$ cat config.mk
export PLATFORM = sky130hd
export DESIGN_NAME = infix_to_postfix_converter
export DESIGN_NICKNAME = d
export VERILOG_FILES = /design/src/itp_pkg.sv /design/src/infix_to_postfix_converter.sv /design/src/itp_ram.sv
export SDC_FILE = /design/constraint.sdc
export NUM_CORES = 1
export LEC_CHECK = 0
export ABC_AREA = 1
export BUFFER_PORTS_ARGS = -buffer_cell sky130_fd_sc_hd__buf_2
export CAP_MARGIN = 15
export CORE_MARGIN = 2
export CORE_UTILIZATION = 56
export CTS_CLUSTER_DIAMETER = 200
export DETAILED_ROUTE_END_ITERATION = 16
export PLACE_DENSITY = 0.75
export SLEW_MARGIN = 20
export SYNTH_ARGS = -nofsm -noshare
export SYNTH_HDL_FRONTEND = slang
export SYNTH_HIERARCHICAL = 1
export SYNTH_SLANG_ARGS = --single-unit
$ cat constraint.sdc
create_clock -name clk -period 3.4 [get_ports clk]
set_input_delay 0.51 -clock clk [delete_from_list [all_inputs] [get_ports clk]]
set_output_delay 0.51 -clock clk [all_outputs]
set_load 0.03 [all_outputs]
$ cat src/itp_pkg.sv
`timescale 1ns / 1ps

package itp_pkg;

    // Operator stack geometry
    localparam int STACK_DEPTH = 32;
    localparam int CNT_W       = $clog2(STACK_DEPTH + 1);
    localparam int ADDR_W      = $clog2(STACK_DEPTH);
    localparam int SYM_W       = 8;

    // Character codes
    localparam logic [SYM_W-1:0] CH_PLUS   = 8'h2B;
    localparam logic [SYM_W-1:0] CH_MINUS  = 8'h2D;
    localparam logic [SYM_W-1:0] CH_STAR   = 8'h2A;
    localparam logic [SYM_W-1:0] CH_SLASH  = 8'h2F;
    localparam logic [SYM_W-1:0] CH_CARET  = 8'h5E;
    localparam logic [SYM_W-1:0] CH_LPAREN = 8'h28;
    localparam logic [SYM_W-1:0] CH_RPAREN = 8'h29;
    localparam logic [SYM_W-1:0] CH_DIG0   = 8'h30;
    localparam logic [SYM_W-1:0] CH_DIG9   = 8'h39;
    localparam logic [SYM_W-1:0] CH_LOW_A  = 8'h61;
    localparam logic [SYM_W-1:0] CH_LOW_Z  = 8'h7A;
    localparam logic [SYM_W-1:0] CH_UP_A   = 8'h41;
    localparam logic [SYM_W-1:0] CH_UP_Z   = 8'h5A;

    // Bit positions inside the result tuser
    localparam int USER_W        = 3;
    localparam int USER_SYM_VLD  = 0;
    localparam int USER_EXPR_END = 1;
    localparam int USER_OVF      = 2;

    typedef enum logic [3:0] {
        ST_IDLE   = 4'b0001,
        ST_DECIDE = 4'b0010,
        ST_FETCH  = 4'b0100,
        ST_FINISH = 4'b1000
    } state_t;

    // Priority offset by one so it stays unsigned: unknown 0, '(' 1, +- 2, */ 3, ^ 4
    function automatic logic [2:0] rank(input logic [SYM_W-1:0] c);
        logic [2:0] r;
        case (c)
            CH_PLUS, CH_MINUS: r = 3'd2;
            CH_STAR, CH_SLASH: r = 3'd3;
            CH_CARET:          r = 3'd4;
            CH_LPAREN:         r = 3'd1;
            default:           r = 3'd0;
        endcase
        return r;
    endfunction

    function automatic logic is_operand(input logic [SYM_W-1:0] c);
        return c inside {[CH_DIG0:CH_DIG9], [CH_LOW_A:CH_LOW_Z], [CH_UP_A:CH_UP_Z]};
    endfunction

endpackage

$ cat src/infix_to_postfix_converter.sv
`timescale 1ns / 1ps

// Channel   Dir  Handshake               Payload
// s_axis    in   s_axis_tvalid/tready    tdata[7:0] symbol, tlast end_marker
// m_axis    out  m_axis_tvalid/tready    tdata[7:0] out_symbol, tlast last_of_run,
//                                        tuser[0] symbol_valid, [1] expr_done,
//                                        [2] overflow_seen
//
// One word at a time: s_axis_tready is high only in the idle state.
// An operand, '(' or any word that meets an empty stack goes from idle straight to the
// finish state; any other word first passes the compare, and every pop adds a stack read
// through the registered RAM port (the fetch state), then the compare.
// The last result of a word leaves through a one-deep holding register, so its tlast
// is known when it is handed to the output register; a full output register stalls.
// rst_n clears the stack count, the overflow flag and all valid flags; the stack RAM
// itself is not cleared and needs no clearing pass.

module infix_to_postfix_converter
    import itp_pkg::*;
(
    input  logic              clk,
    input  logic              rst_n,
    input  logic              s_axis_tvalid,
    output logic              s_axis_tready,
    input  logic [SYM_W-1:0]  s_axis_tdata,   // [7:0] symbol
    input  logic              s_axis_tlast,   // end_marker
    output logic              m_axis_tvalid,
    input  logic              m_axis_tready,
    output logic [SYM_W-1:0]  m_axis_tdata,   // [7:0] out_symbol
    output logic [USER_W-1:0] m_axis_tuser,   // [0] symbol_valid, [1] expr_done,
                                              // [2] overflow_seen
    output logic              m_axis_tlast    // last_of_run
);

    state_t state_reg, state_next;

    logic [SYM_W-1:0] sym_reg, sym_next;
    logic             end_reg, end_next;
    logic [CNT_W-1:0] count_reg, count_next;
    logic             ovf_reg, ovf_next;

    // Holding register for the most recent result of the current word
    logic             pend_valid_reg, pend_valid_next;
    logic [SYM_W-1:0] pend_sym_reg, pend_sym_next;
    logic             pend_ovf_reg, pend_ovf_next;

    // Output register
    logic              out_valid_reg, out_valid_next;
    logic [SYM_W-1:0]  out_sym_reg, out_sym_next;
    logic [USER_W-1:0] out_user_reg, out_user_next;
    logic              out_last_reg, out_last_next;

    logic              in_accept;
    logic              out_free;
    logic [CNT_W-1:0]  count_dec;
    logic              stack_full;
    logic              stack_empty;
    logic [SYM_W-1:0]  top_sym;
    logic              pop_cond;
    logic              need_out;
    logic              finish_go;
    logic              do_push;

    logic              ram_wr_en;
    logic [ADDR_W-1:0] ram_wr_addr;
    logic [ADDR_W-1:0] ram_rd_addr;

    assign in_accept   = s_axis_tvalid && s_axis_tready;
    assign out_free    = !out_valid_reg || m_axis_tready;
    assign count_dec   = count_reg - CNT_W'(1);
    assign stack_full  = (count_reg == CNT_W'(STACK_DEPTH));
    assign stack_empty = (count_reg == '0);

    // Keep the top entry on the read port at all times; it is valid in the cycle
    // after the count settles.
    assign ram_rd_addr = count_dec[ADDR_W-1:0];
    assign ram_wr_addr = count_reg[ADDR_W-1:0];

    itp_ram #(
        .WIDTH (SYM_W),
        .DEPTH (STACK_DEPTH)
    ) u_stack (
        .clk     (clk),
        .wr_en   (ram_wr_en),
        .wr_addr (ram_wr_addr),
        .wr_data (sym_reg),
        .rd_addr (ram_rd_addr),
        .rd_data (top_sym)
    );

    // Pop while the top entry qualifies for this word
    always_comb
    begin
        pop_cond = 1'b0;
        if (!stack_empty)
        begin
            if (end_reg)
            begin
                pop_cond = 1'b1;
            end
            else if (sym_reg == CH_RPAREN)
            begin
                pop_cond = (top_sym != CH_LPAREN);
            end
            else
            begin
                pop_cond = (rank(sym_reg) <= rank(top_sym));
            end
        end
    end

    assign need_out  = pend_valid_reg || end_reg;
    assign finish_go = !need_out || out_free;
    assign do_push   = !end_reg && !is_operand(sym_reg) && (sym_reg != CH_RPAREN);
    assign ram_wr_en = (state_reg == ST_FINISH) && finish_go && do_push && !stack_full;

    always_comb
    begin
        state_next      = state_reg;
        sym_next        = sym_reg;
        end_next        = end_reg;
        count_next      = count_reg;
        ovf_next        = ovf_reg;
        pend_valid_next = pend_valid_reg;
        pend_sym_next   = pend_sym_reg;
        pend_ovf_next   = pend_ovf_reg;
        out_valid_next  = out_valid_reg && !m_axis_tready;
        out_sym_next    = out_sym_reg;
        out_user_next   = out_user_reg;
        out_last_next   = out_last_reg;

        case (state_reg)
            ST_IDLE:
            begin
                if (in_accept)
                begin
                    sym_next = s_axis_tdata;
                    end_next = s_axis_tlast;
                    if (s_axis_tlast)
                    begin
                        state_next = stack_empty ? ST_FINISH : ST_DECIDE;
                    end
                    else if (is_operand(s_axis_tdata))
                    begin
                        // Operand: pass straight through
                        pend_valid_next = 1'b1;
                        pend_sym_next   = s_axis_tdata;
                        pend_ovf_next   = ovf_reg;
                        state_next      = ST_FINISH;
                    end
                    else if (s_axis_tdata == CH_LPAREN || stack_empty)
                    begin
                        state_next = ST_FINISH;
                    end
                    else
                    begin
                        state_next = ST_DECIDE;
                    end
                end
            end

            ST_DECIDE:
            begin
                if (pop_cond)
                begin
                    if (!pend_valid_reg || out_free)
                    begin
                        // Older result is not the last one: release it without tlast
                        if (pend_valid_reg)
                        begin
                            out_valid_next = 1'b1;
                            out_sym_next   = pend_sym_reg;
                            out_user_next  = '0;
                            out_user_next[USER_SYM_VLD] = 1'b1;
                            out_user_next[USER_OVF]     = pend_ovf_reg;
                            out_last_next  = 1'b0;
                        end
                        pend_valid_next = 1'b1;
                        pend_sym_next   = top_sym;
                        pend_ovf_next   = ovf_reg;
                        count_next      = count_dec;
                        state_next      = ST_FETCH;
                    end
                end
                else
                begin
                    state_next = ST_FINISH;
                end
            end

            ST_FETCH:
            begin
                // Wait for the new top entry on the read port
                state_next = ST_DECIDE;
            end

            ST_FINISH:
            begin
                if (finish_go)
                begin
                    if (pend_valid_reg)
                    begin
                        out_valid_next = 1'b1;
                        out_sym_next   = pend_sym_reg;
                        out_user_next  = '0;
                        out_user_next[USER_SYM_VLD]  = 1'b1;
                        out_user_next[USER_EXPR_END] = end_reg;
                        out_user_next[USER_OVF]      = pend_ovf_reg;
                        out_last_next  = 1'b1;
                    end
                    else if (end_reg)
                    begin
                        // End marker with nothing left to pop: one word with no character
                        out_valid_next = 1'b1;
                        out_sym_next   = '0;
                        out_user_next  = '0;
                        out_user_next[USER_EXPR_END] = 1'b1;
                        out_user_next[USER_OVF]      = ovf_reg;
                        out_last_next  = 1'b1;
                    end
                    pend_valid_next = 1'b0;

                    if (do_push)
                    begin
                        if (stack_full)
                        begin
                            ovf_next = 1'b1;
                        end
                        else
                        begin
                            count_next = count_reg + CNT_W'(1);
                        end
                    end
                    else if (!end_reg && sym_reg == CH_RPAREN && !stack_empty)
                    begin
                        // Drop the matching '('
                        count_next = count_dec;
                    end
                    state_next = ST_IDLE;
                end
            end

            default:
            begin
                state_next = ST_IDLE;
            end
        endcase
    end

    always_ff @(posedge clk or negedge rst_n)
    begin
        if (!rst_n)
        begin
            state_reg      <= ST_IDLE;
            count_reg      <= '0;
            ovf_reg        <= 1'b0;
            pend_valid_reg <= 1'b0;
            out_valid_reg  <= 1'b0;
        end
        else
        begin
            state_reg      <= state_next;
            count_reg      <= count_next;
            ovf_reg        <= ovf_next;
            pend_valid_reg <= pend_valid_next;
            out_valid_reg  <= out_valid_next;
        end
    end

    always_ff @(posedge clk)
    begin
        sym_reg      <= sym_next;
        end_reg      <= end_next;
        pend_sym_reg <= pend_sym_next;
        pend_ovf_reg <= pend_ovf_next;
        out_sym_reg  <= out_sym_next;
        out_user_reg <= out_user_next;
        out_last_reg <= out_last_next;
    end

    assign s_axis_tready = (state_reg == ST_IDLE);
    assign m_axis_tvalid = out_valid_reg;
    assign m_axis_tdata  = out_sym_reg;
    assign m_axis_tuser  = out_user_reg;
    assign m_axis_tlast  = out_last_reg;

endmodule

$ cat src/itp_ram.sv
`timescale 1ns / 1ps

module itp_ram #(
    parameter int WIDTH = 8,
    parameter int DEPTH = 32
) (
    input  logic                     clk,
    input  logic                     wr_en,
    input  logic [$clog2(DEPTH)-1:0] wr_addr,
    input  logic [WIDTH-1:0]         wr_data,
    input  logic [$clog2(DEPTH)-1:0] rd_addr,
    output logic [WIDTH-1:0]         rd_data
);

    logic [WIDTH-1:0] mem [DEPTH];

    always_ff @(posedge clk)
    begin
        if (wr_en)
        begin
            mem[wr_addr] <= wr_data;
        end
        rd_data <= mem[rd_addr];
    end

endmodule
==> impl_results.md <==
* Clk Latency, worst-skew pair at 0.55 ns
* Number of iterations in the first detailed-routing pass at 6
* Number of flip-flops under the largest register name at 256
* Slew at the pin closest to its max-slew limit at 0.842 ns
* Via density at 5.65
* Setup Viol. Count Final at 0
* CP required at roughly 3.6 ns
* Highest achievable clock rate at 0.309 GHz
* Power density over the cells at 934 nW/µm²
* RSZ-0062 raised after global routing: false
* Die Y-Extent at 159 µm
* Final max-slew violation count at 0
* Layout cells sized above 1 at 8.80%
* HPWL after detailed placement at 19100 µm
* Sequential fraction of the synthesis area at approximately 68%
* Hold path depth at 1
* CTS H-tree lvls at 1
* Number of flops mapped to enable cells by yosys at 286
* Gates resized, CTS repair at 0
* Post-synth top cells: sky130_fd_sc_hd__nand2_1 (441), sky130_fd_sc_hd__edfxtp_1 (286), sky130_fd_sc_hd__nand3_1 (222), sky130_fd_sc_hd__nor2_1 (77), sky130_fd_sc_hd__inv_1 (64)
* Total number of vias at 9128
* Max transition margin at 43.6%
* Antenna violations before repair at 0
* Site Rows at 56
* R2R cell count at 10
* Starting DRC count in detailed routing at 1107
* Overall routed net length at ~30000 µm
* Count of distinct cell types in the synthesized netlist at 32
* Top cell type's share of synthesized area at 64.2%
* Max VDD drop at 0.000657 V
* Number of endpoints with negative hold slack in the final report at 0
* Clock sink count at 307
* Cell count after synthesis at 1244
* ANT cells at 0
* Leading cell types by total area after synthesis: sky130_fd_sc_hd__edfxtp_1 (64%), sky130_fd_sc_hd__nand2_1 (12%), sky130_fd_sc_hd__nand3_1 (8.3%), sky130_fd_sc_hd__dfrtp_1 (2.2%), sky130_fd_sc_hd__nor2_1 (2.2%)
* Tcrit/Tclk final at 95.1%
* Dominant register cell in the synthesized netlist: sky130_fd_sc_hd__edfxtp_1
* Worst clock skew at about 0.02 ns
* All-Layer GR Usage at a little under a quarter
* Result of the run: finished clean
* IO Count at 27
* Nets at 1296
* Average instance area after synthesis at 10.8 µm²
* Largest fanout on the critical path at 18
* Wire length per cell after detailed routing at around 18 µm
* Leakage at 0.00566 µW
* Final GP Congestion at roughly 0.96
* Core area at 23500 µm²
* Post-route antenna net violation count at 0
* Arrival @ worst endpoint at 3.40 ns
* Worst min-delay path class: in2reg
* Most common cell in the netlist: sky130_fd_sc_hd__nand2_1
* First-pass GRT wire length at ~46000 µm
* Buffers from clock root to sink, at most at 3
* Sum Neg Setup Slack at 0 ns
* Post-detailed-route DRC marker count at 0
* Ys Warns at 6
* Area Overhead vs Synth at 9.08%
* Maxcap violations at 0
* Clock buffers created by TritonCTS at 30
* Root buffer cell: sky130_fd_sc_hd__clkbuf_16
* Number of storage elements in the synthesis netlist at about 310
* Kind of start point of the critical path: flop
* Clock-pin slew on the worst setup and hold paths at about 0.060 ns
* Ys async rst share at under 10%
* Cell type with the highest aggregate area in the netlist: sky130_fd_sc_hd__edfxtp_1
* Die outline area at roughly 25000 µm²
* Class of the most critical setup path: reg2reg
* Cell area after synthesis at between 10000 and 15000 µm²
* Remaining global-route overflow at 0
* Worst hold slack at 0.157 ns
* CTS tree: done
* Worst setup EP type: flop
* Die boundary width at 159 µm
* Number of global-route vias before repair at 8595
* Fin crit period at 3.23 ns
* Largest net degree at the start of global routing at 66
* Count of buffers inserted at the top-level ports at 26
* Net Count, Synth at 1263
* Top reg by flops: u_stack/mem
* Starting Density at 57.0%
layer usage:
layer  share of wire (%)  track usage [%]
met1                  42             33.9
met2                  47             38.8
met3                 8.7             3.81
met4                 2.8             6.86
met5                   0                0
stage by stage:
step / util [%] / std cells / area [µm²] / setup slack [ns] / total power [µW]
finish: 62.2 / 1615 / 14600 / 0.167 / 13600
global route: 62.2 / 1615 / 14600 / 0.0574 / 14400
CTS: 62.2 / 1615 / 14600 / 0.202 / 13600
detailed placement: 58.5 / 1563 / 13700 / 0.238 / 10600
global placement: 58.5 / 1563 / 13700 / 0.329 / 10600
floorplan: - / 1244 / 13400 / 0.0163 / 9060
critical path: stages, from the launching register on:
cell and delay [ns]:
sky130_fd_sc_hd__edfxtp_1 0.47, sky130_fd_sc_hd__buf_4 0.25, sky130_fd_sc_hd__nor2_1 0.12, sky130_fd_sc_hd__nand2_1 0.06, sky130_fd_sc_hd__nand2_1 0.06, sky130_fd_sc_hd__nand2_1 0.07, sky130_fd_sc_hd__nand3_2 0.12, sky130_fd_sc_hd__nand3_4 0.13
sky130_fd_sc_hd__nor2_1 0.28, sky130_fd_sc_hd__nand3_1 0.54, sky130_fd_sc_hd__nor2_1 0.74
cell families (layout without fill, tap and decap cells):
kind of cell / after synthesis / in the layout / synth area share, %
simple gates: 767 / 767 / 24.6
xor+xnor: 9 / 9 / 0.589
compound gates: 32 / 32 / 1.37
buf+inv: 123 / 175 / 5.06
fa+ha+maj: 6 / 6 / 0.561
flops: 307 / 307 / 67.8
worst paths after layout:
| path | from | endpoint | slack (ns) |
|---|---|---|---|
| max in group asynchronous | rst_n | state_reg[0] | 2.71 |
| hold / removal | s_axis_tlast | end_reg | 0.16 |
| min in group asynchronous | rst_n | pend_valid_reg | 0.40 |
| setup / recovery | sym_reg[3] | u_stack/mem[14][5] | 0.17 |
| setup reg to reg | sym_reg[3] | u_stack/mem[14][5] | 0.17 |
| hold reg to reg | ovf_reg | pend_ovf_reg | 0.45 |
report_power, final:
| part | internal, µW | switching [µW] |
|---|---|---|
| sequential | 4550 | 190 |
| clock | 1650 | 1290 |
| combinational | 1670 | 4290 |
| total | 7860 | 5770 |
placed cells by master (no fill, tap or decap), types with 3 or more instances in the layout:
| cell type | netlist | layout |
|---|---|---|
| sky130_fd_sc_hd__nand2_1 | 441 | 441 |
| sky130_fd_sc_hd__edfxtp_1 | 286 | 286 |
| sky130_fd_sc_hd__nand3_1 | 222 | 222 |
| sky130_fd_sc_hd__nor2_1 | 77 | 77 |
| sky130_fd_sc_hd__inv_1 | 64 | 62 |
| sky130_fd_sc_hd__clkbuf_16 | 0 | 31 |
| sky130_fd_sc_hd__buf_4 | 4 | 27 |
| sky130_fd_sc_hd__buf_2 | 15 | 26 |
| sky130_fd_sc_hd__o21ai_0 | 17 | 17 |
| sky130_fd_sc_hd__dfrtp_1 | 12 | 12 |
| sky130_fd_sc_hd__xor2_1 | 8 | 8 |
| sky130_fd_sc_hd__clkinv_1 | 0 | 8 |
| sky130_fd_sc_hd__dfxtp_1 | 8 | 8 |
| sky130_fd_sc_hd__nand3_2 | 7 | 7 |
| sky130_fd_sc_hd__clkbuf_1 | 8 | 7 |
| sky130_fd_sc_hd__o21bai_1 | 6 | 6 |
| sky130_fd_sc_hd__ha_1 | 6 | 6 |
| sky130_fd_sc_hd__nand4_1 | 5 | 5 |
| sky130_fd_sc_hd__inv_2 | 5 | 5 |
| sky130_fd_sc_hd__a21oi_1 | 5 | 5 |
| sky130_fd_sc_hd__clkinv_2 | 0 | 5 |
| sky130_fd_sc_hd__nor3_1 | 5 | 5 |
| sky130_fd_sc_hd__nor2_2 | 3 | 3 |
area by class of cell:
cell class	instances	area, µm²
tap	319	399
inverter	69	262
timing repair buffer	55	363
fill	1818	8880
clock buffer	38	802
sequential	307	9070
clock inverter	13	61.3
multi-input combinational	814	3630
timing repair:
item | CTS | global route
endpoints found under the hold margin | 12 | 0
setup buffers | 0 | 0
hold buffers | 1 | 0
endpoints found under the setup margin | 0 | 0
Power figures use the tool's default switching activity.
